$ cat src/hdl/tsa_pkg.sv
// Shared types and constants for the timestamp stream audit block.
`timescale 1ns / 1ps
package tsa_pkg;

   localparam int unsigned SEC_W   = 32;
   localparam int unsigned NANOS_W = 30;
   localparam int unsigned NS_W    = 62;
   localparam int unsigned CNT_W   = 32;

   localparam logic [NANOS_W-1:0] NS_PER_SEC = 30'd1000000000;
   localparam logic [CNT_W-1:0]   CNT_MAX    = '1;

   localparam int unsigned QUEUE_DEPTH_DEFAULT = 4;

   localparam int unsigned REQ_DATA_W = 128;
   localparam int unsigned RSP_DATA_W = 232;

   // One classified request as it waits between the front and the back.
   typedef struct packed {
      logic            rcv_zero;
      logic            cap_zero;
      logic [NS_W-1:0] rcv_ns;
      logic [NS_W-1:0] cap_ns;
   } tsa_item_type;

   // Result fields, last field in the lowest bits.
   typedef struct packed {
      logic [NS_W-1:0]  last_capture_time;
      logic [NS_W-1:0]  first_capture_time;
      logic             mixed_population;
      logic [CNT_W-1:0] receive_zero_after_count;
      logic [CNT_W-1:0] capture_zero_after_count;
      logic             receive_ever_nonzero;
      logic             capture_ever_nonzero;
      logic             receive_monotonic;
      logic             capture_strictly_increasing;
      logic             capture_monotonic;
      logic [CNT_W-1:0] message_count;
   } tsa_result_type;

   localparam int unsigned RSP_PAD_W = RSP_DATA_W - $bits(tsa_result_type);

   function automatic logic [CNT_W-1:0] sat_inc(input logic [CNT_W-1:0] v);
      sat_inc = (v == CNT_MAX) ? v : v + 1'b1;
   endfunction

endpackage

$ cat src/hdl/tsa_front.sv
// Front stage: takes requests, multiplies seconds to nanoseconds and classifies zero stamps.
`timescale 1ns / 1ps
module tsa_front import tsa_pkg::*; (
   input  logic                clock,
   input  logic                reset,
   input  logic                in_valid,
   output logic                in_ready,
   input  logic [SEC_W-1:0]    capture_seconds,
   input  logic [NANOS_W-1:0]  capture_nanos,
   input  logic [SEC_W-1:0]    receive_seconds,
   input  logic [NANOS_W-1:0]  receive_nanos,
   output logic                out_valid,
   input  logic                out_ready,
   output tsa_item_type        out_item
);

   logic                s1_valid_ff, s1_valid_in;
   logic [NS_W-1:0]     cap_prod_ff, cap_prod_in;
   logic [NS_W-1:0]     rcv_prod_ff, rcv_prod_in;
   logic [NANOS_W-1:0]  cap_nanos_ff;
   logic [NANOS_W-1:0]  rcv_nanos_ff;
   logic                cap_zero_ff, cap_zero_in;
   logic                rcv_zero_ff, rcv_zero_in;
   logic                take;

   assign in_ready = !s1_valid_ff || out_ready;
   assign take     = in_valid && in_ready;

   assign cap_prod_in = {30'd0, capture_seconds} * {32'd0, NS_PER_SEC};
   assign rcv_prod_in = {30'd0, receive_seconds} * {32'd0, NS_PER_SEC};
   assign cap_zero_in = (capture_seconds == '0) && (capture_nanos == '0);
   assign rcv_zero_in = (receive_seconds == '0) && (receive_nanos == '0);

   always_comb begin
      s1_valid_in = s1_valid_ff;
      if (take) begin
         s1_valid_in = 1'b1;
      end else if (out_ready) begin
         s1_valid_in = 1'b0;
      end
   end

   always_ff @(posedge clock) begin
      if (reset) begin
         s1_valid_ff <= 1'b0;
      end else begin
         s1_valid_ff <= s1_valid_in;
      end
   end

   always_ff @(posedge clock) begin
      if (take) begin
         cap_prod_ff  <= cap_prod_in;
         rcv_prod_ff  <= rcv_prod_in;
         cap_nanos_ff <= capture_nanos;
         rcv_nanos_ff <= receive_nanos;
         cap_zero_ff  <= cap_zero_in;
         rcv_zero_ff  <= rcv_zero_in;
      end
   end

   // The sum cannot overflow 62 bits even with out-of-range nanoseconds.
   assign out_valid       = s1_valid_ff;
   assign out_item.cap_ns = cap_prod_ff + {32'd0, cap_nanos_ff};
   assign out_item.rcv_ns = rcv_prod_ff + {32'd0, rcv_nanos_ff};
   assign out_item.cap_zero = cap_zero_ff;
   assign out_item.rcv_zero = rcv_zero_ff;

endmodule

$ cat src/hdl/tsa_queue.sv
// Short queue of classified requests between the front and the back.
`timescale 1ns / 1ps
module tsa_queue import tsa_pkg::*; #(
   parameter int unsigned DEPTH = QUEUE_DEPTH_DEFAULT
) (
   input  logic          clock,
   input  logic          reset,
   input  logic          in_valid,
   output logic          in_ready,
   input  tsa_item_type  in_item,
   output logic          out_valid,
   input  logic          out_ready,
   output tsa_item_type  out_item
);

   localparam int unsigned AW = (DEPTH > 1) ? $clog2(DEPTH) : 1;
   localparam int unsigned CW = $clog2(DEPTH + 1);
   localparam logic [AW-1:0] LAST_IDX = AW'(DEPTH - 1);
   localparam logic [CW-1:0] FULL_CNT = CW'(DEPTH);

   tsa_item_type   mem [DEPTH];
   logic [AW-1:0]  wr_ptr_ff, wr_ptr_in;
   logic [AW-1:0]  rd_ptr_ff, rd_ptr_in;
   logic [CW-1:0]  count_ff, count_in;
   logic           push, pop;

   assign in_ready  = (count_ff != FULL_CNT);
   assign out_valid = (count_ff != '0);
   assign push      = in_valid && in_ready;
   assign pop       = out_valid && out_ready;
   assign out_item  = mem[rd_ptr_ff];

   always_comb begin
      wr_ptr_in = wr_ptr_ff;
      rd_ptr_in = rd_ptr_ff;
      count_in  = count_ff;
      if (push) begin
         wr_ptr_in = (wr_ptr_ff == LAST_IDX) ? '0 : wr_ptr_ff + 1'b1;
      end
      if (pop) begin
         rd_ptr_in = (rd_ptr_ff == LAST_IDX) ? '0 : rd_ptr_ff + 1'b1;
      end
      if (push && !pop) begin
         count_in = count_ff + 1'b1;
      end else if (pop && !push) begin
         count_in = count_ff - 1'b1;
      end
   end

   always_ff @(posedge clock) begin
      if (reset) begin
         wr_ptr_ff <= '0;
         rd_ptr_ff <= '0;
         count_ff  <= '0;
      end else begin
         wr_ptr_ff <= wr_ptr_in;
         rd_ptr_ff <= rd_ptr_in;
         count_ff  <= count_in;
      end
   end

   always_ff @(posedge clock) begin
      if (push) begin
         mem[wr_ptr_ff] <= in_item;
      end
   end

endmodule

$ cat src/hdl/tsa_back.sv
// Back stage: updates the running audit state and holds the result register.
`timescale 1ns / 1ps
module tsa_back import tsa_pkg::*; (
   input  logic            clock,
   input  logic            reset,
   input  logic            in_valid,
   output logic            in_ready,
   input  tsa_item_type    in_item,
   output logic            out_valid,
   input  logic            out_ready,
   output tsa_result_type  out_result
);

   logic              out_valid_ff, out_valid_in;
   tsa_result_type    result_ff, result_in;
   logic [CNT_W-1:0]  msg_cnt_ff, msg_cnt_in;
   logic              cap_mono_ff, cap_mono_in;
   logic              cap_strict_ff, cap_strict_in;
   logic              rcv_mono_ff, rcv_mono_in;
   logic              cap_nz_ff, cap_nz_in;
   logic              rcv_nz_ff, rcv_nz_in;
   logic [CNT_W-1:0]  cap_late_ff, cap_late_in;
   logic [CNT_W-1:0]  rcv_late_ff, rcv_late_in;
   logic [NS_W-1:0]   first_cap_ff, first_cap_in;
   logic [NS_W-1:0]   prev_cap_ff;
   logic [NS_W-1:0]   prev_rcv_ff;
   logic              take, seen;

   assign in_ready   = !out_valid_ff || out_ready;
   assign take       = in_valid && in_ready;
   assign seen       = (msg_cnt_ff != '0);
   assign out_valid  = out_valid_ff;
   assign out_result = result_ff;

   always_comb begin
      msg_cnt_in    = sat_inc(msg_cnt_ff);
      cap_mono_in   = cap_mono_ff;
      cap_strict_in = cap_strict_ff;
      rcv_mono_in   = rcv_mono_ff;
      cap_nz_in     = cap_nz_ff || !in_item.cap_zero;
      rcv_nz_in     = rcv_nz_ff || !in_item.rcv_zero;
      cap_late_in   = cap_late_ff;
      rcv_late_in   = rcv_late_ff;
      first_cap_in  = first_cap_ff;

      if (in_item.cap_zero && cap_nz_ff) begin
         cap_late_in = sat_inc(cap_late_ff);
      end
      if (in_item.rcv_zero && rcv_nz_ff) begin
         rcv_late_in = sat_inc(rcv_late_ff);
      end

      // For ordering, the first request only records its capture time; it is never out of order.
      if (seen) begin
         if (in_item.cap_ns < prev_cap_ff) begin
            cap_mono_in = 1'b0;
         end
         if (in_item.cap_ns <= prev_cap_ff) begin
            cap_strict_in = 1'b0;
         end
         if (in_item.rcv_ns < prev_rcv_ff) begin
            rcv_mono_in = 1'b0;
         end
      end else begin
         first_cap_in = in_item.cap_ns;
      end

      result_in.message_count               = msg_cnt_in;
      result_in.capture_monotonic           = cap_mono_in;
      result_in.capture_strictly_increasing = cap_strict_in;
      result_in.receive_monotonic           = rcv_mono_in;
      result_in.capture_ever_nonzero        = cap_nz_in;
      result_in.receive_ever_nonzero        = rcv_nz_in;
      result_in.capture_zero_after_count    = cap_late_in;
      result_in.receive_zero_after_count    = rcv_late_in;
      result_in.mixed_population            = (cap_late_in != '0) || (rcv_late_in != '0);
      result_in.first_capture_time          = first_cap_in;
      result_in.last_capture_time           = in_item.cap_ns;

      out_valid_in = out_valid_ff;
      if (take) begin
         out_valid_in = 1'b1;
      end else if (out_ready) begin
         out_valid_in = 1'b0;
      end
   end

   always_ff @(posedge clock) begin
      if (reset) begin
         out_valid_ff  <= 1'b0;
         msg_cnt_ff    <= '0;
         cap_mono_ff   <= 1'b1;
         cap_strict_ff <= 1'b1;
         rcv_mono_ff   <= 1'b1;
         cap_nz_ff     <= 1'b0;
         rcv_nz_ff     <= 1'b0;
         cap_late_ff   <= '0;
         rcv_late_ff   <= '0;
         first_cap_ff  <= '0;
         prev_cap_ff   <= '0;
         prev_rcv_ff   <= '0;
      end else begin
         out_valid_ff <= out_valid_in;
         if (take) begin
            msg_cnt_ff    <= msg_cnt_in;
            cap_mono_ff   <= cap_mono_in;
            cap_strict_ff <= cap_strict_in;
            rcv_mono_ff   <= rcv_mono_in;
            cap_nz_ff     <= cap_nz_in;
            rcv_nz_ff     <= rcv_nz_in;
            cap_late_ff   <= cap_late_in;
            rcv_late_ff   <= rcv_late_in;
            first_cap_ff  <= first_cap_in;
            prev_cap_ff   <= in_item.cap_ns;
            prev_rcv_ff   <= in_item.rcv_ns;
         end
      end
   end

   always_ff @(posedge clock) begin
      if (take) begin
         result_ff <= result_in;
      end
   end

endmodule

$ cat src/hdl/timestamp_stream_audit.sv
// A request passes the front register, then the queue write, then the result register;
// its result is valid once the result register has loaded, when the result side is not stalled.
// Throughput: one request per cycle while the queue has room; the two 32 by 30 bit constant
// multiplies sit in the front stage and the 62-bit compares in the back stage.
// Reset is synchronous and active high; it empties the queue and restores all audit state.
`timescale 1ns / 1ps
module timestamp_stream_audit import tsa_pkg::*; #(
   parameter int unsigned QUEUE_DEPTH = QUEUE_DEPTH_DEFAULT
) (
   input  logic                  clock,
   input  logic                  reset,
   input  logic                  req_tvalid,
   output logic                  req_tready,
   // capture_seconds[31:0], capture_nanos[61:32], receive_seconds[93:62],
   // receive_nanos[123:94], zero fill[127:124]
   input  logic [REQ_DATA_W-1:0] req_tdata,
   output logic                  rsp_tvalid,
   input  logic                  rsp_tready,
   // message_count[31:0], capture_monotonic[32], capture_strictly_increasing[33],
   // receive_monotonic[34], capture_ever_nonzero[35], receive_ever_nonzero[36],
   // capture_zero_after_count[68:37], receive_zero_after_count[100:69],
   // mixed_population[101], first_capture_time[163:102], last_capture_time[225:164],
   // zero fill[231:226]
   output logic [RSP_DATA_W-1:0] rsp_tdata
);

   logic            front_valid, front_ready;
   tsa_item_type    front_item;
   logic            queue_valid, queue_ready;
   tsa_item_type    queue_item;
   tsa_result_type  result;

   tsa_front u_front (
      .clock           (clock),
      .reset           (reset),
      .in_valid        (req_tvalid),
      .in_ready        (req_tready),
      .capture_seconds (req_tdata[31:0]),
      .capture_nanos   (req_tdata[61:32]),
      .receive_seconds (req_tdata[93:62]),
      .receive_nanos   (req_tdata[123:94]),
      .out_valid       (front_valid),
      .out_ready       (front_ready),
      .out_item        (front_item)
   );

   tsa_queue #(
      .DEPTH (QUEUE_DEPTH)
   ) u_queue (
      .clock     (clock),
      .reset     (reset),
      .in_valid  (front_valid),
      .in_ready  (front_ready),
      .in_item   (front_item),
      .out_valid (queue_valid),
      .out_ready (queue_ready),
      .out_item  (queue_item)
   );

   tsa_back u_back (
      .clock      (clock),
      .reset      (reset),
      .in_valid   (queue_valid),
      .in_ready   (queue_ready),
      .in_item    (queue_item),
      .out_valid  (rsp_tvalid),
      .out_ready  (rsp_tready),
      .out_result (result)
   );

   assign rsp_tdata = {{RSP_PAD_W{1'b0}}, result};

endmodule

$ cat config.mk
export PLATFORM = sky130hd
export DESIGN_NAME = timestamp_stream_audit
export DESIGN_NICKNAME = d
export VERILOG_FILES = /design/src/hdl/tsa_pkg.sv /design/src/hdl/tsa_front.sv /design/src/hdl/tsa_queue.sv /design/src/hdl/tsa_back.sv /design/src/hdl/timestamp_stream_audit.sv
export SDC_FILE = /design/constraint.sdc
export NUM_CORES = 2
export LEC_CHECK = 0
export ABC_AREA = 1
export BUFFER_PORTS_ARGS = -buffer_cell sky130_fd_sc_hd__buf_2
export CORE_MARGIN = 2
export CORE_UTILIZATION = 40
export CTS_CLUSTER_DIAMETER = 120
export DETAILED_ROUTE_END_ITERATION = 7
export GPL_TIMING_DRIVEN = 0
export HOLD_SLACK_MARGIN = 0.02
export SLEW_MARGIN = 20
export SYNTH_ARGS = -nofsm -noshare
export SYNTH_HDL_FRONTEND = slang
export SYNTH_SLANG_ARGS = --single-unit
$ cat constraint.sdc
create_clock -name clock -period 10.5 [get_ports clock]
set_input_delay 2.1 -clock clock [delete_from_list [all_inputs] [get_ports clock]]
set_output_delay 2.1 -clock clock [all_outputs]
set_load 0.02 [all_outputs]
# ---- After elaboration in Yosys (flattened, before gate mapping)
# Memory sizes are Yosys's and may differ from the RTL's. A register that Yosys moved wholly into a read port is not among the register bits.
# Index checks and enable logic that the tools add are counted.
dict set report classes {
  eq_ne 6
  n_addsub 9
  n_mux 24
  multipliers 2
  n_reduce_logical 31
  n_lt_le_gt_ge 3
}
# op count
set op_table {}
lappend op_table {{32-bit 2-to-1 mux} 5}
lappend op_table {{62-bit by 30-bit adder with 62-bit output} 2}
lappend op_table {{62-bit < comparator} 2}
lappend op_table {{32-bit by 21-bit multiplier with 53-bit output, second input constant} 2}
lappend op_table {{32-bit by 1-bit adder with 32-bit output, second input constant} 3}
lappend op_table {{32-bit equality test, second input constant} 3}
lappend op_table {{32-bit nonzero test} 3}
lappend op_table {{32-bit zero test} 2}
lappend op_table {{62-bit <= comparator} 1}
lappend op_table {{62-bit 2-to-1 mux} 1}
lappend op_table {{30-bit zero test} 2}
lappend op_table {{1-bit 2-to-1 mux} 12}
lappend op_table {{1-bit logical AND} 9}
lappend op_table {{2-bit 2-to-1 mux} 4}
lappend op_table {{1-bit zero test} 6}
lappend op_table {{3-bit 2-to-1 mux} 2}
lappend op_table {{2-bit nonzero test} 3}
lappend op_table {{1-bit logical OR} 5}
lappend op_table {{2-bit by 1-bit adder with 2-bit output, second input constant} 2}
lappend op_table {{2-bit equality test, second input constant} 2}
lappend op_table {{3-bit by 1-bit adder with 3-bit output, second input constant} 1}
lappend op_table {{3-bit inequality test, second input constant} 1}
lappend op_table {{3-bit nonzero test} 1}
lappend op_table {{3-bit by 1-bit subtractor with 3-bit output, second input constant} 1}
dict set report totals {
  ramBits 504
  word_cells 109
  inputBits 132
  register_bits 690
  n_memories 1
}
# name depth word_bits rd rd_ports_with_merged_regs wr line
set memory_table {}
lappend memory_table {u_queue.mem 4 126 1 1 1 tsa_queue.sv:21} ;# tsa_item_type mem [DEPTH];

# ---- Longest topological paths before layout
dict set report logic_depth {
  ltp_word 6
  mapped_depth 27
}

# ---- Modules after synthesis
# Synthesis repeated with hierarchy kept, for this count alone.
dict set report hier_totals {
  cells_unflattened 9793
  area_unflattened_um2 86082.6
}
# module area_per_inst_um2 cells_each seq_area_each_um2 instances
set by_module_without_submodules {}
lappend by_module_without_submodules {tsa_front 41947.7 5518 5064.9 1}
lappend by_module_without_submodules {tsa_back 24928.9 2981 12552.0 1}
lappend by_module_without_submodules {tsa_queue 19157.1 1287 15314.7 1}
lappend by_module_without_submodules {timestamp_stream_audit 48.8 7 0.0 1}

# ---- Worst setup path after synthesis
# No wires, ideal clock.
dict set report synth_timing {
  kind {input-to-reg}
  start {in rsp_tready}
  end {reg u_back.msg_cnt_ff[13]}
  arrival_time_ps 8965
  path_slack_ps 1125
  path_buffers 1
  path_stages 4
  required_time_ps 10090
  path_cell_list {nor2_1 -> a21oi_2 -> clkbuf_1 -> a21oi_1}
}
dict set report synth_via {
  elab_chain_len 2
}
# item line
set synth_rtl {}
lappend synth_rtl {{start, declared} timestamp_stream_audit.sv:18} ;# input logic rsp_tready,
lappend synth_rtl {{1-bit logical OR} tsa_back.sv:29} ;# assign in_ready = !out_valid_ff || out_ready;
lappend synth_rtl {{1-bit logical AND} tsa_back.sv:30} ;# assign take = in_valid && in_ready;
lappend synth_rtl {{end signal, assigned} tsa_back.sv:105} ;# msg_cnt_ff <= msg_cnt_in;
lappend synth_rtl {{end, declared} tsa_back.sv:16} ;# logic [CNT_W-1:0] msg_cnt_ff, msg_cnt_in;
# No other way between the ends.
# A chain may end at the register's enable or synchronous reset.

# ---- Worst setup path after layout
dict set report layout_timing {
  start {in req_tdata[67]}
  end {reg u_front.rcv_prod_ff[45], data pin}
}
dict set report layout_via {
  elab_chain_len 1
}
# item line
set layout_rtl {}
lappend layout_rtl {{start, declared} timestamp_stream_audit.sv:16} ;# input logic [REQ_DATA_W-1:0] req_tdata,
lappend layout_rtl {{32-bit by 21-bit multiplier with 53-bit output} tsa_front.sv:30} ;# assign rcv_prod_in = {30'd0, receive_seconds} * {32'd0, NS_PER_SEC};
lappend layout_rtl {{named net u_front.rcv_prod_in[45]} tsa_front.sv:19} ;# logic [NS_W-1:0] rcv_prod_ff, rcv_prod_in;
lappend layout_rtl {{end signal, assigned} tsa_front.sv:54} ;# rcv_prod_ff <= rcv_prod_in;
lappend layout_rtl {{end, declared} tsa_front.sv:19}
# The timed path passes the listed nets, and every way through them passes these cells.

==> results_dict.tcl <==
set metrics [dict create \
    synth_cells 8515 \
    ant_nets 0 \
    dr.pass1.iters 8 \
    synthFlopType "edfxtp_1" \
    fp-row-count 166 \
    synth-edff-count 898 \
    wl_per_cell_um 19.8 \
    worstPathRequired_ns 11.07 \
    crit_path_frequent_cell "fa_1" \
    grt_pass1_wl_um 356000 \
    rsz0062_at_grt "false" \
    drc_errors 0 \
    die_w_um 457 \
    first_iter_violations 4560 \
    antenna_found_initial 6 \
    ys_ff_latch 1196 \
    r2r_slack_ns 6.28 \
    finalCriticalPeriod_ns 7.67 \
    syn_area_per_cell_um2 9.62 \
    r2r_end "u_back.out_result[33]" \
    path_delay_family "adder cells" \
    critPathMaxStageDelay_ns 0.59 \
    endpoint "u_front.rcv_prod_ff[45]" \
    worstSkewPairLatency_ns 0.76 \
    start_kind "input port" \
    cts_buffers 111 \
    drt_wl_total_um 233000 \
    startpoint "req_tdata[67]" \
    start_util_pct 40.1 \
    slew_viol_final 0 \
    cp_max_fo 7 \
    crit_arrival_ns 8.24 \
    path_depth 20 \
    core-area_mm2 0.204 \
    wl_met3_um 11500 \
    die_area_mm2 0.208 \
    cts.clk_slew.worst_paths_ns 0.06 \
    drive_gt1_share_pct 8.00 \
    wl_met2_um 111000 \
    skew_ns 0.0687 \
    path_buf_inv 5 \
    post-route-period-util_pct 73.1 \
    root_buffer "clkbuf_16" \
    hpwl_um 189000 \
    postCtsResizedCells 0 \
    grt_overflow 0 \
    grt_start_max_net_pins 92 \
    synth_area_mm2 0.0819 \
    routed.top_layer "met4" \
    syn_to_final_growth_pct 12.1 \
    post_cts_buffers 0 \
    critical_path_class "input port to flop" \
    htreeDepth 3 \
    cp_slowest_cell "fa_1" \
    synth_cell_types 62 \
    track_usage_pct 22.1 \
    cts_sinks 1196 \
    synth_seq_area_share_pct 40.2 \
    yosysWarnings 0 \
    critPathCaptureType "flop" \
    ctsHoldBuffers 0 \
    hold_slack_ns 0.467 \
    place_congestion 0.944 \
    status "finished clean" \
    cts.path.max_buffers 3 \
    vias_per_cell 5.08 \
    hold_viol 0 \
    maxSlewHeadroom_pct 16.6 \
    ioPinCount 366 \
    cts_tree "built" \
    fmax_mhz 130 \
    final_core_util_pct 45.0 \
    port_buffers 354 \
    grt_pass1_vias 60184 \
    path_cells "buf_2 -> inv_1 -> fa_1 -> fa_1 -> fa_1 -> fa_1 -> fa_1 -> inv_1 -> fa_1 -> inv_1 -> fa_1 -> inv_1 -> ha_1 -> nand2_1 -> nor2_1 -> nand2_1 -> nor4_1 -> a21oi_1 -> o21bai_1 -> xor2_1" \
    num_vias 59921 \
    drv_cap 0 \
    reg2reg_depth 16 \
    async_flop_share_pct 0 \
    tightest_slew_ns 1.25 \
    holdCritPathClass "flop to flop" \
    die_h_um 457 \
    setup_viol 0 \
    wl_met1_um 102000 \
    nNetsFinal 10515 \
]
-- per-stage QoR --
step | TNS (ns) | instance area, um2 | std cells | setup slack (ns)
floorplan | 0 | 81900 | 8520 | 1.13
global placement | -946.55 | 87100 | 11562 | -2.51
detailed placement | 0 | 87900 | 11594 | 2.10
CTS | 0 | 91800 | 11802 | 2.89
global route | 0 | 91800 | 11803 | 2.61
finish | 0 | 91800 | 11806 | 2.83
-- cells by family after synthesis --
logic type / count (synthesis) / share of synthesized area [%]
AO/OA/AOI/OAI: 1355 / 9.19
adder cells (fa/ha/maj): 1364 / 26.6
buffers and inverters: 1912 / 9.00
XOR/XNOR: 218 / 2.35
AND/OR/NAND/NOR: 2469 / 12.7
flip-flops: 1196 / 40.2
other: 1 / 0.00458
-- flip-flops by register name, summed over array words and instances, names as in the netlist, 53 cells and up, named ones only --
| signal | flops |
|---|---|
| u_back.prev_rcv_ff | 62 |
| u_back.first_cap_ff | 62 |
| u_front.rcv_prod_ff | 53 |
| u_back.out_result | 226 |
| u_queue.mem | 504 |
| u_front.cap_prod_ff | 53 |
| u_back.prev_cap_ff | 62 |
-- synthesized netlist by cell type (125+ instances only) --
library cell  number  share of area, %
inv_1           1687               7.7
nand3_1          232               1.4
a21oi_1          378               2.3
clkbuf_1         133              0.61
ha_1             737                11
edfxtp_1         898                33
a211oi_1         129               1.2
o22ai_1          125              0.95
nand2_1         1086               5.0
xor2_1           151               1.6
dfxtp_1          298               7.3
nor2_1           868               4.0
fa_1             627                15
o21ai_0          579               3.5
-- how the worst min path moves through the flow --
| stage | cells past startpoint | startpoint | to |
|---|---|---|---|
| after floorplan | 2 | u_back.rcv_mono_ff | u_back.rcv_mono_ff |
| after global placement | 2 | u_back.prev_cap_ff[21] | u_back.prev_cap_ff[21] |
| after detailed placement | 2 | u_back.prev_cap_ff[46] | u_back.prev_cap_ff[46] |
| after CTS | 2 | u_back.prev_cap_ff[3] | u_back.prev_cap_ff[3] |
| after global routing | 2 | u_back.prev_rcv_ff[55] | u_back.prev_rcv_ff[55] |
| final | 2 | u_back.prev_rcv_ff[61] | u_back.prev_rcv_ff[61] |
-- worst reg2reg max path, cell delays in order (launching register included) --
cell     delay, ns
dfxtp_1       0.32
buf_4         0.21
buf_6         0.22
buf_2         0.29
buf_2         0.31
nor2_1        0.09
o22ai_1       0.87
ha_1          0.30
nand2_1       0.06
nor2_1        0.17
nand4_1       0.12
nor4_1        0.38
nand2_1       0.15
nor2_1        0.12
nand3_1       0.13
nand3_1       0.13
inv_1         0.05
-- cells in the final DEF, fill, tap and decap left out, drive strengths merged, types with 152 or more instances in the layout --
cell type and n:
fa 627, clkbuf 258, ha 737, inv 1706
a21oi 379, xor2 152, dfxtp 298, nand2 1101
nor2 885, nand3 242, o21ai 610, edfxtp 898
buf 467
-- per-layer routing --
layer / vias up / global-route usage, %
met5: - / 0
li1: 28857 / -
met3: 326 / 2.15
met4: 0 / 7.73
met2: 1617 / 37.0
met1: 29121 / 30.0
-- area by class of cell --
type | instances | area, um2
plain buffers | 214 | 997
fillers | 19469 | 112000
clock inverters | 83 | 1000
diodes | 4 | 10.0
well taps | 2688 | 3360
clock buffers | 125 | 2860
flip-flops and latches | 1196 | 32900
repair buffers | 386 | 2560
inverters | 1698 | 6390
multi-input cells | 5412 | 41700
Power is not shown: default switching activity piles up to over one toggle a cycle in this logic, so the estimate is an artifact.
